[config.mk]
export PLATFORM = sky130hd
export DESIGN_NAME = coin_op_session_controller
export DESIGN_NICKNAME = d
export VERILOG_FILES = /design/src/hw/rtl/cosc_pkg.sv /design/src/hw/rtl/coin_op_session_controller.sv
export SDC_FILE = /design/constraint.sdc
export NUM_CORES = 1
export LEC_CHECK = 0
export BUFFER_PORTS_ARGS = -buffer_cell sky130_fd_sc_hd__buf_4
export CELL_PAD_IN_SITES_DETAIL_PLACEMENT = 0
export CELL_PAD_IN_SITES_GLOBAL_PLACEMENT = 1
export CORE_UTILIZATION = 45
export DETAILED_ROUTE_END_ITERATION = 7
export PLACE_DENSITY_LB_ADDON = 0.1
export SETUP_SLACK_MARGIN = 0.02
export SLEW_MARGIN = 5
export SYNTH_ARGS = -nofsm -noshare
export SYNTH_HDL_FRONTEND = slang
export SYNTH_SLANG_ARGS = --single-unit
export TNS_END_PERCENT = 100
[constraint.sdc]
create_clock -name aclk -period 10 [get_ports aclk]
set_clock_uncertainty 0.05 [all_clocks]
set_input_delay 1 -clock aclk [delete_from_list [all_inputs] [get_ports aclk]]
set_output_delay 1 -clock aclk [all_outputs]
set_load 0.1 [all_outputs]
[src/hw/rtl/cosc_pkg.sv]
// Package for the coin-op session controller.
// Mode and action codes, widths, reset defaults and the result layout.
// No dependencies.
`timescale 1ns / 1ps

package cosc_pkg;

    localparam int unsigned TIMER_W  = 32;
    localparam int unsigned CREDIT_W = 31;
    localparam int unsigned S_DATA_W = 128;
    localparam int unsigned S_USER_W = 3;
    localparam int unsigned M_DATA_W = 72;
    localparam int unsigned PADDR_W  = 3;

    localparam logic [TIMER_W-1:0]  TIMEOUT_DEFAULT     = 32'd30000;
    localparam logic [TIMER_W-1:0]  PAUSE_LIMIT_DEFAULT = 32'd60000;
    localparam logic [TIMER_W-1:0]  TIMER_MAX           = '1;
    localparam logic [CREDIT_W-1:0] CREDIT_MAX          = '1;

    // paddr[2] selects the register index
    localparam logic REG_TIMEOUT = 1'b0;

    typedef enum logic [1:0] {
        MODE_IDLE    = 2'd0,
        MODE_CREDIT  = 2'd1,
        MODE_RUNNING = 2'd2,
        MODE_PAUSED  = 2'd3
    } mode_t;

    typedef enum logic [2:0] {
        ACT_TICK     = 3'd0,
        ACT_ACTIVITY = 3'd1,
        ACT_PAYMENT  = 3'd2,
        ACT_SELECT   = 3'd3,
        ACT_STOP     = 3'd4,
        ACT_PAUSE    = 3'd5,
        ACT_CRED_END = 3'd6,
        ACT_NONE     = 3'd7
    } action_t;

    // declared MSB first: changed lands in bit 0
    typedef struct packed {
        logic [CREDIT_W-1:0] charged_price;
        logic                run_completed;
        logic                insufficient;
        logic                pause_expired;
        logic                running;
        logic [CREDIT_W-1:0] credit;
        mode_t               mode;
        logic                changed;
    } result_t;

    function automatic logic [TIMER_W-1:0] sat_add(input logic [TIMER_W-1:0] a,
                                                   input logic [TIMER_W-1:0] b);
        logic [TIMER_W:0] s;
        s = {1'b0, a} + {1'b0, b};
        return s[TIMER_W] ? TIMER_MAX : s[TIMER_W-1:0];
    endfunction

endpackage

[src/hw/rtl/coin_op_session_controller.sv]
// Coin-op session controller top level: session state, item decode, result register.
// Depends on cosc_pkg.
//
// channel  | dir | handshake          | payload
// s_       | in  | s_tvalid/s_tready  | s_tuser action, s_tdata timer/price fields
// m_       | out | m_tvalid/m_tready  | m_tdata session result
// apb      | in  | psel/penable       | inactivity timeout register
//
// One request per cycle while s_tready is high; its result shows on m_ in the cycle after acceptance.
// The session state and the result register update in the same cycle.
// aresetn is synchronous, active low; clears state and the result valid.
// s_tready drops only while a result is held and m_tready is low.
`timescale 1ns / 1ps

module coin_op_session_controller (
    input  logic                          aclk,
    input  logic                          aresetn,
    input  logic                          s_tvalid,
    output logic                          s_tready,
    // [31:0] amount, [63:32] pause_limit_ms, [95:64] run_target_ms, [127:96] tick_delta_ms
    input  logic [cosc_pkg::S_DATA_W-1:0] s_tdata,
    // [2:0] action
    input  logic [cosc_pkg::S_USER_W-1:0] s_tuser,
    output logic                          m_tvalid,
    input  logic                          m_tready,
    // [0] changed, [2:1] mode, [33:3] credit, [34] running, [35] pause_expired,
    // [36] insufficient, [37] run_completed, [68:38] charged_price, [71:69] zero
    output logic [cosc_pkg::M_DATA_W-1:0] m_tdata,
    input  logic                          psel,
    input  logic                          penable,
    input  logic                          pwrite,
    input  logic [cosc_pkg::PADDR_W-1:0]  paddr,
    input  logic [31:0]                   pwdata,
    output logic [31:0]                   prdata,
    output logic                          pready
);

    localparam int unsigned TW = cosc_pkg::TIMER_W;
    localparam int unsigned CW = cosc_pkg::CREDIT_W;

    logic [TW-1:0]     timeout_reg;
    cosc_pkg::mode_t   mode_reg, mode_next;
    logic [CW-1:0]     credit_reg, credit_next;
    logic              active_reg, active_next;
    logic [TW-1:0]     run_elapsed_reg, run_elapsed_next;
    logic [TW-1:0]     pause_elapsed_reg, pause_elapsed_next;
    logic [TW-1:0]     pause_limit_reg, pause_limit_next;
    logic              reached_reg, reached_next;
    logic [TW-1:0]     run_target_reg, run_target_next;
    logic [CW-1:0]     run_price_reg, run_price_next;
    logic [TW-1:0]     inact_reg, inact_next;
    logic              m_valid_reg;
    cosc_pkg::result_t res_reg, res_next;

    cosc_pkg::action_t action;
    logic [TW-1:0]     amount, plim, rtgt, elapsed;
    logic              amt_pos;
    logic [TW-1:0]     inact_sum, run_sum, pause_sum;
    logic [TW-1:0]     pay_sum;
    logic [CW-1:0]     price;
    logic [CW-1:0]     credit_left;
    logic              insufficient, completed;
    logic [CW-1:0]     charged;
    logic              s_accept, cfg_write;

    assign action   = cosc_pkg::action_t'(s_tuser);
    assign amount   = s_tdata[31:0];
    assign plim     = s_tdata[63:32];
    assign rtgt     = s_tdata[95:64];
    assign elapsed  = s_tdata[127:96];
    assign amt_pos  = (amount != '0) && !amount[TW-1];
    assign price    = amt_pos ? amount[CW-1:0] : '0;

    assign inact_sum = cosc_pkg::sat_add(inact_reg, elapsed);
    assign run_sum   = cosc_pkg::sat_add(run_elapsed_reg, elapsed);
    assign pause_sum = cosc_pkg::sat_add(pause_elapsed_reg, elapsed);
    assign pay_sum   = {1'b0, credit_reg} + {1'b0, price};
    assign credit_left = credit_reg - price;

    assign s_tready  = !m_valid_reg || m_tready;
    assign s_accept  = s_tvalid && s_tready;
    assign pready    = 1'b1;
    assign cfg_write = psel && penable && pwrite && pready;
    assign prdata    = (paddr[2] == cosc_pkg::REG_TIMEOUT) ? timeout_reg : '0;

    always_comb begin
        mode_next          = mode_reg;
        credit_next        = credit_reg;
        active_next        = active_reg;
        run_elapsed_next   = run_elapsed_reg;
        pause_elapsed_next = pause_elapsed_reg;
        pause_limit_next   = pause_limit_reg;
        reached_next       = reached_reg;
        run_target_next    = run_target_reg;
        run_price_next     = run_price_reg;
        inact_next         = inact_reg;
        insufficient       = 1'b0;
        completed          = 1'b0;
        charged            = '0;

        case (action)
            cosc_pkg::ACT_TICK: begin
                inact_next = inact_sum;
                if (mode_reg == cosc_pkg::MODE_RUNNING) begin
                    run_elapsed_next = run_sum;
                    if (run_target_reg != '0 && run_sum >= run_target_reg) begin
                        completed = 1'b1;
                        charged   = run_price_reg;
                    end
                end else if (mode_reg == cosc_pkg::MODE_PAUSED && !reached_reg) begin
                    pause_elapsed_next = pause_sum;
                    reached_next       = pause_sum >= pause_limit_reg;
                end
                if (completed || (mode_reg == cosc_pkg::MODE_CREDIT &&
                                  inact_sum >= timeout_reg)) begin
                    mode_next          = completed ? cosc_pkg::MODE_CREDIT
                                                   : cosc_pkg::MODE_IDLE;
                    if (!completed)
                        credit_next = '0;
                    active_next        = 1'b0;
                    run_elapsed_next   = '0;
                    pause_elapsed_next = '0;
                    reached_next       = 1'b0;
                    inact_next         = '0;
                    run_target_next    = '0;
                    run_price_next     = '0;
                end
            end
            cosc_pkg::ACT_ACTIVITY, cosc_pkg::ACT_PAYMENT: begin
                if (action == cosc_pkg::ACT_PAYMENT && amt_pos)
                    credit_next = pay_sum[TW-1] ? cosc_pkg::CREDIT_MAX : pay_sum[CW-1:0];
                if (mode_reg == cosc_pkg::MODE_IDLE) begin
                    mode_next          = cosc_pkg::MODE_CREDIT;
                    run_elapsed_next   = '0;
                    pause_elapsed_next = '0;
                    reached_next       = 1'b0;
                    inact_next         = '0;
                end else if (mode_reg == cosc_pkg::MODE_CREDIT &&
                             action == cosc_pkg::ACT_PAYMENT) begin
                    inact_next = '0;
                end
            end
            cosc_pkg::ACT_SELECT: begin
                if (mode_reg == cosc_pkg::MODE_CREDIT) begin
                    if (plim != '0)
                        pause_limit_next = plim;
                    if (rtgt != '0)
                        run_target_next = rtgt;
                    run_price_next = price;
                    if (credit_reg < price) begin
                        insufficient = 1'b1;
                    end else begin
                        credit_next = credit_left;
                        if (credit_left != '0) begin
                            mode_next          = cosc_pkg::MODE_RUNNING;
                            active_next        = 1'b1;
                            run_elapsed_next   = '0;
                            pause_elapsed_next = '0;
                            reached_next       = 1'b0;
                            inact_next         = '0;
                        end
                    end
                end
            end
            cosc_pkg::ACT_STOP, cosc_pkg::ACT_CRED_END: begin
                if (action == cosc_pkg::ACT_CRED_END)
                    credit_next = '0;
                if (mode_reg == cosc_pkg::MODE_RUNNING || mode_reg == cosc_pkg::MODE_PAUSED) begin
                    mode_next          = cosc_pkg::MODE_CREDIT;
                    active_next        = 1'b0;
                    run_elapsed_next   = '0;
                    pause_elapsed_next = '0;
                    reached_next       = 1'b0;
                    inact_next         = '0;
                    run_target_next    = '0;
                    run_price_next     = '0;
                end
            end
            cosc_pkg::ACT_PAUSE: begin
                if (mode_reg == cosc_pkg::MODE_RUNNING || mode_reg == cosc_pkg::MODE_PAUSED) begin
                    mode_next          = (mode_reg == cosc_pkg::MODE_RUNNING)
                                         ? cosc_pkg::MODE_PAUSED : cosc_pkg::MODE_RUNNING;
                    active_next        = (mode_reg == cosc_pkg::MODE_PAUSED);
                    pause_elapsed_next = '0;
                    reached_next       = 1'b0;
                    inact_next         = '0;
                end
            end
            default: begin
            end
        endcase
    end

    always_comb begin
        res_next.changed       = (mode_next != mode_reg);
        res_next.mode          = mode_next;
        res_next.credit        = credit_next;
        res_next.running       = active_next;
        res_next.pause_expired = reached_next;
        res_next.insufficient  = insufficient;
        res_next.run_completed = completed;
        res_next.charged_price = charged;
    end

    always_ff @(posedge aclk) begin
        if (!aresetn) begin
            timeout_reg       <= cosc_pkg::TIMEOUT_DEFAULT;
            mode_reg          <= cosc_pkg::MODE_IDLE;
            credit_reg        <= '0;
            active_reg        <= 1'b0;
            run_elapsed_reg   <= '0;
            pause_elapsed_reg <= '0;
            pause_limit_reg   <= cosc_pkg::PAUSE_LIMIT_DEFAULT;
            reached_reg       <= 1'b0;
            run_target_reg    <= '0;
            run_price_reg     <= '0;
            inact_reg         <= '0;
            m_valid_reg       <= 1'b0;
        end else begin
            if (cfg_write && paddr[2] == cosc_pkg::REG_TIMEOUT)
                timeout_reg <= pwdata;
            if (s_accept) begin
                mode_reg          <= mode_next;
                credit_reg        <= credit_next;
                active_reg        <= active_next;
                run_elapsed_reg   <= run_elapsed_next;
                pause_elapsed_reg <= pause_elapsed_next;
                pause_limit_reg   <= pause_limit_next;
                reached_reg       <= reached_next;
                run_target_reg    <= run_target_next;
                run_price_reg     <= run_price_next;
                inact_reg         <= inact_next;
                m_valid_reg       <= 1'b1;
            end else if (m_tready) begin
                m_valid_reg <= 1'b0;
            end
        end
    end

    always_ff @(posedge aclk) begin
        if (s_accept)
            res_reg <= res_next;
    end

    assign m_tvalid = m_valid_reg;
    assign m_tdata  = {{(cosc_pkg::M_DATA_W - $bits(cosc_pkg::result_t)){1'b0}}, res_reg};

    a_active_mode: assert property (@(posedge aclk) disable iff (!aresetn)
        active_reg == (mode_reg == cosc_pkg::MODE_RUNNING))
        else $error("program flag out of step with mode");

    a_reached_paused: assert property (@(posedge aclk) disable iff (!aresetn)
        reached_reg |-> mode_reg == cosc_pkg::MODE_PAUSED)
        else $error("pause flag set outside paused mode");

    a_accept_valid: assert property (@(posedge aclk) disable iff (!aresetn)
        s_accept |=> m_valid_reg)
        else $error("accepted request produced no result");

    a_completed_mode: assert property (@(posedge aclk) disable iff (!aresetn)
        (m_valid_reg && res_reg.run_completed) |->
            (res_reg.mode == cosc_pkg::MODE_CREDIT && res_reg.changed))
        else $error("completed run did not return to credit");

    a_refused_stays: assert property (@(posedge aclk) disable iff (!aresetn)
        (m_valid_reg && res_reg.insufficient) |-> !res_reg.changed)
        else $error("refused select changed mode");

endmodule

Yosys cells after proc, flatten, opt, wreduce, memory -nomap -nowiden
Cells that the tools add are included.
{"block": "word_totals", "regBits": 328, "inputBits": 173, "output_inout_bits": 107, "wordCells": 159}
{"block": "classes", "n_addsub": 5, "order_cmp": 4, "eq_ne": 22, "n_mux": 69, "n_bitwise": 1, "n_reduce_logical": 38}
{"operator": "$mux 32", "n": 20}
{"operator": "$pmux 32 s4", "n": 3}
{"operator": "$mux 31", "n": 11}
{"operator": "$reduce_bool 32->1", "n": 4}
{"operator": "$pmux 31 s4", "n": 1}
{"operator": "$add 32x32->33", "n": 3}
{"operator": "$ge 32x32->1", "n": 3}
{"operator": "$pmux 32 s3", "n": 1}
{"operator": "$pmux 31 s3", "n": 1}
{"operator": "$add 31x31->32", "n": 1}
{"operator": "$lt 31x31->1", "n": 1}
{"operator": "$reduce_bool 31->1", "n": 1}
{"operator": "$sub 31x31->31", "n": 1}
{"operator": "$mux 1", "n": 22}
{"operator": "$mux 2", "n": 7}
{"operator": "$ne 2x2->1 const B", "n": 7}
{"operator": "$ne 3x3->1 const B", "n": 4}
{"operator": "$logic_and 1x1->1", "n": 10}
{"operator": "$pmux 2 s5", "n": 1}
{"operator": "$eq 3x3->1 const B", "n": 3}
{"operator": "$reduce_and 9->1", "n": 1}
{"operator": "$pmux 1 s4", "n": 2}
{"operator": "$reduce_and 8->1", "n": 1}
{"operator": "$reduce_bool 4->1", "n": 2}
{"operator": "21 further kinds", "n": 28}

Longest topological paths before layout
{"block": "depth", "ltp_word": 11, "mapped_depth": 29, "ltp_nobuf": 26}

Least setup slack after synthesis
Ideal clock, no wire load.
{"block": "synth_timing", "path_type": "input port to flip-flop", "from": "input port s_tdata[96] in the netlist's numbering", "to": "register res_reg (netlist bit m_tdata[19]), data pin", "t_arrival_ns": 7.004, "path_slack_ns": 2.682, "stages": 27, "cell_sequence": "ha_1 -> fa_1 -> a211oi_1 -> o211ai_1 -> a41oi_1 -> and3_1 -> o311ai_1 -> or4_1 -> a31oi_1 -> o21ai_1 -> a21oi_1 -> clkbuf_1 -> clkbuf_1 -> nand2_1 -> ha_1 -> a21o_1 -> a211o_1 -> a221o_1 -> a31oi_1 -> o22ai_1 -> nand2b_1 -> a221o_1 -> clkbuf_1 -> clkbuf_1 -> buf_1 -> nor3_1 -> nor2_1"}
{"block": "synth_via", "elab_chain_len": 10, "word_cells_on_any_way": 15, "classes_between": "add/sub: 2; order compare: 2; mux: 8; reduce/logical: 3"}
{"item": "from (decl)", "line": "coin_op_session_controller.sv:21", "source": "input logic [cosc_pkg::S_DATA_W-1:0] s_tdata,"}
{"item": "$add 32x32->33", "line": "cosc_pkg.sv:56", "source": "s = {1'b0, a} + {1'b0, b};"}
{"item": "$mux 32", "line": "cosc_pkg.sv:57", "source": "return s[TIMER_W] ? TIMER_MAX : s[TIMER_W-1:0];"}
{"item": "$ge 32x32->1", "line": "coin_op_session_controller.sv:106", "source": "if (run_target_reg != '0 && run_sum >= run_target_reg) begin"}
{"item": "$logic_and 1x1->1", "line": "coin_op_session_controller.sv:106"}
{"item": "$mux 1", "line": "coin_op_session_controller.sv:106"}
{"item": "$mux 1", "line": "coin_op_session_controller.sv:104", "source": "if (mode_reg == cosc_pkg::MODE_RUNNING) begin"}
{"item": "$mux 1", "line": "coin_op_session_controller.sv:101", "source": "case (action)"}
{"item": "$mux 31 / $logic_or 1x1->1 (equally long branches)", "line": "coin_op_session_controller.sv:118, coin_op_session_controller.sv:114"}
{"item": "$mux 31 *", "line": "coin_op_session_controller.sv:114", "source": "if (completed || (mode_reg == cosc_pkg::MODE_CREDIT &&"}
{"item": "$pmux 31 s4 *", "line": "coin_op_session_controller.sv:101"}
{"item": "via credit_next[16]", "line": "coin_op_session_controller.sv:43", "source": "logic [CW-1:0] credit_reg, credit_next;"}
{"item": "to (signal assigned)", "line": "coin_op_session_controller.sv:242", "source": "res_reg <= res_next;"}
{"item": "to (decl)", "line": "coin_op_session_controller.sv:53", "source": "cosc_pkg::result_t res_reg, res_next;"}
The timed path passes the listed nets; every way through them passes the cells marked *. The select of a mux whose other input is x is not followed.
A chain may end at the register's enable or synchronous reset.

Worst setup path after layout
{"block": "layout_timing", "from": "input port s_tdata[96] in the netlist's numbering", "to": "register run_price_reg[18]"}
{"block": "layout_via", "elab_chain_len": 10, "word_cells_on_any_way": 14, "classes_between": "add/sub: 2; order compare: 2; eq/ne: 1; mux: 5; reduce/logical: 4"}
{"item": "$add 32x32->33", "line": "cosc_pkg.sv:56"}
{"item": "$mux 32", "line": "cosc_pkg.sv:57"}
{"item": "$ge 32x32->1", "line": "coin_op_session_controller.sv:106"}
{"item": "$logic_and 1x1->1", "line": "coin_op_session_controller.sv:106"}
{"item": "$mux 1", "line": "coin_op_session_controller.sv:106"}
{"item": "$mux 1", "line": "coin_op_session_controller.sv:104"}
{"item": "$mux 1", "line": "coin_op_session_controller.sv:101"}
{"item": "$logic_or 1x1->1 *", "line": "coin_op_session_controller.sv:114"}
{"item": "$ne 2x2->1 (no line) *"}
{"item": "$reduce_and 5->1 (no line) *"}
{"item": "to (signal assigned)", "line": "coin_op_session_controller.sv:231", "source": "run_price_reg <= run_price_next;"}
{"item": "to (decl)", "line": "coin_op_session_controller.sv:50", "source": "logic [CW-1:0] run_price_reg, run_price_next;"}
Every way passes the cells marked *; elsewhere a longest branch is shown, timed or not. The select of a mux whose other input is x is not followed.

==> flow_summary_export.csv <==
group,metric,value,unit
worst_setup_path,cp_max_fo,62,
sta,hold_ws,408,ps
finish,largest_reg_flops,69,
cts,cts_resized,0,
worst_setup_path,cp_common_cell,"a21oi_1",
sta,finalMaxSlewViolations,0,
global_route,grt_max_degree,94,
logic_synthesis,ys_async_sr_fraction,0,
routing,first_iter_violations,1923,
cts,cts.sinks,328,
worst_setup_path,max_stage_delay,910,ps
sta,worstMarginPinSlew,1150,ps
floorplan,core_area,53000,um^2
finish,final_nets,3734,
cts,htreeDepth,2,
worst_setup_path,cp.arrival,8410,ps
cts,hold_buffers,0,
logic_synthesis,syn_area_per_cell,7.85,um^2
logic_synthesis,synth_cell_type_count,87,
floorplan,dieArea,55000,um^2
finish,diodes,0,
cts,clockBufferDepth,3,
sta,layout_min_cycle_time,8030,ps
routing,via_per_inst,5.83,
floorplan,fp-row-count,84,
floorplan,start_util,0.459,
finish,finalNonFillerCells,4020,
logic_synthesis,synthXorXnorAreaFrac,0.0457,
logic_synthesis,synthSimpleGateAreaFrac,0.206,
cts,root_buffer,"clkbuf_16",
floorplan,die_h,234,um
logic_synthesis,synth-compound-area-share,0.233,
worst_setup_path,critPathCaptureType,"flop",
cts,clock_latency,590,ps
placed_design,placedInstanceArea,26900,um^2
global_route,grt_pass1_vias,21800,
logic_synthesis,synth_edf_count,69,
finish,seq_area,7260,um^2
logic_synthesis,synth-seq-area-share,0.298,
routing,drc,0,
placed_design,place.gp.congestion,0.939,
logic_synthesis,yosys_register_bits,328,
logic_synthesis,ys.flop_type,"dfxtp_1",
floorplan,io_pins,280,
routing,vias,23400,
sta,final-hold-violation-count,0,
sta,relSlewSlack,0.236,
logic_synthesis,synthMuxAreaShare,0.0252,
global_route,grt_overflow,0,
global_route,grt_pass1_wl,125,mm
pwr,p_leak,12.4,nW
logic_synthesis,synth_top_family_by_area,"compound AO/OA/AOI/OAI gates",
placed_design,dp_hpwl,63.4,mm
logic_synthesis,syn_area,24300,um^2
job,cap_viol_max_count,0,
cts,cts_buffers,42,
sta,rsz0062_at_grt,"false",
logic_synthesis,yosysWarningCount,0,
min_path,min_path_type,"flop to flop",
finish,final_cell_mix,"nand2_1, a21oi_1, buf_4",
finish,fillCellCount,5094,
worst_setup_path,crit_path_start_kind,"primary input",
worst_setup_path,crit_type,"primary input to flop",
global_route,antenna_found_initial,1,
sta,fmax,124,MHz
logic_synthesis,syn_inst,3098,
pwr,peakVddDrop,0.132,mV
worst_setup_path,required,10380,ps
finish,areaGrowthSynthToFinish,16.9,%
placed_design,portBuffers,273,
cts,path_clk_slew,60,ps
cts,post_cts_buffers,0,
sta,fin_crit_sh,0.803,
worst_setup_path,cp_slowest_cell,"a21boi_0",
finish,finalInstanceArea,28400,um^2
floorplan,fp.dieW,234,um
logic_synthesis,synth_fa_ha_area_frac,0.137,
routing,first_pass_iters,5,
placed_design,placed_cells,3942,
finish,final_common_cell,"nand2_1",
finish,drive_gt1_frac,0.125,
global_route,gr-usage-all-layers,0.294,
cts,cts_tree,"yes",
routing,drt_wl_total,82.9,mm
routing,routedWlPerCell,20.6,um
sta,setup_viol,0,
finish,multi_input_area,15800,um^2
status,status,"complete, no violations",
sta,fin_tns_setup,0,ps
routing,ant_nets,0,
pwr,p_per_area,139,nW/um^2
-- logic make-up (layout without fill, tap and decap cells) --
logic type	after synthesis	in the layout
simple gates	1093	1093
other cells	2	4
flops	328	328
compound gates	889	889
fa+ha+maj	263	263
buf+inv	335	567
xor+xnor	127	127
mux	61	61
-- cell usage after synthesis, drive strengths merged, types with 24 or more instances --
cell type,count,area [um^2]
a211oi,29,218
a21o,66,495
a21oi,315,1580
a32o,31,310
and2,42,263
buf,24,151
clkbuf,129,484
dfxtp,259,5180
edfxtp,69,2070
ha,258,3230
inv,181,679
mux2i,60,601
nand2,420,1580
nand2b,47,294
nand3,98,490
nand4,29,181
nor2,260,976
nor2b,26,163
nor3,60,300
nor4,41,257
o211ai,29,218
o21a,29,218
o21ai,204,1020
o21bai,28,210
xnor2,86,753
xor2,41,359
-- per-layer routing --
metal	up-vias	wire [um]	global-route usage
met3	118	5080	0.0412
met2	740	36900	0.462
met1	11000	39100	0.419
met5	-	13	0
li1	11500	-	-
met4	2	1790	0.0810
-- final timing paths --
check / start / to / cells past startpoint / slack, ps
worst min register to register: timeout_reg[15] / timeout_reg[15] / 2 / 410
worst max register to register: inact_reg[0] / run_price_reg[18] / 26 / 2260
worst max-delay path: s_tdata[96] / run_price_reg[18] / 27 / 1970
worst min-delay path: timeout_reg[15] / timeout_reg[15] / 2 / 410
-- power breakdown --
part	switching (mW)	internal (mW)
logic	0.617	0.295
registers	0.0225	1.39
clock network	0.634	1.01
-- stage by stage --
stage | worst slack, ps | power, mW | utilization
after floorplan | 2680 | 2.06 | -
after global placement | 1660 | 2.33 | 0.509
after detailed placement | 1560 | 2.34 | 0.509
after CTS | 2140 | 3.99 | 0.537
after global routing | 1560 | 4.13 | 0.537
final | 1970 | 3.96 | 0.537
-- critical path, delay by kind of cell --
family          cells  cell delay (ps)
fa+ha+maj           3              990
simple gates        7             1570
buf+inv             3              950
compound gates     14             3810
-- area by class of cell --
class	instances	area share
timing repair buffer	307	0.0815
inverter	182	0.0242
clock inverter	21	0.0108
sequential	328	0.255
tap	688	0.0303
multi-input combinational	2437	0.557
clock buffer	57	0.0411
(Power assumes the default switching activity.)
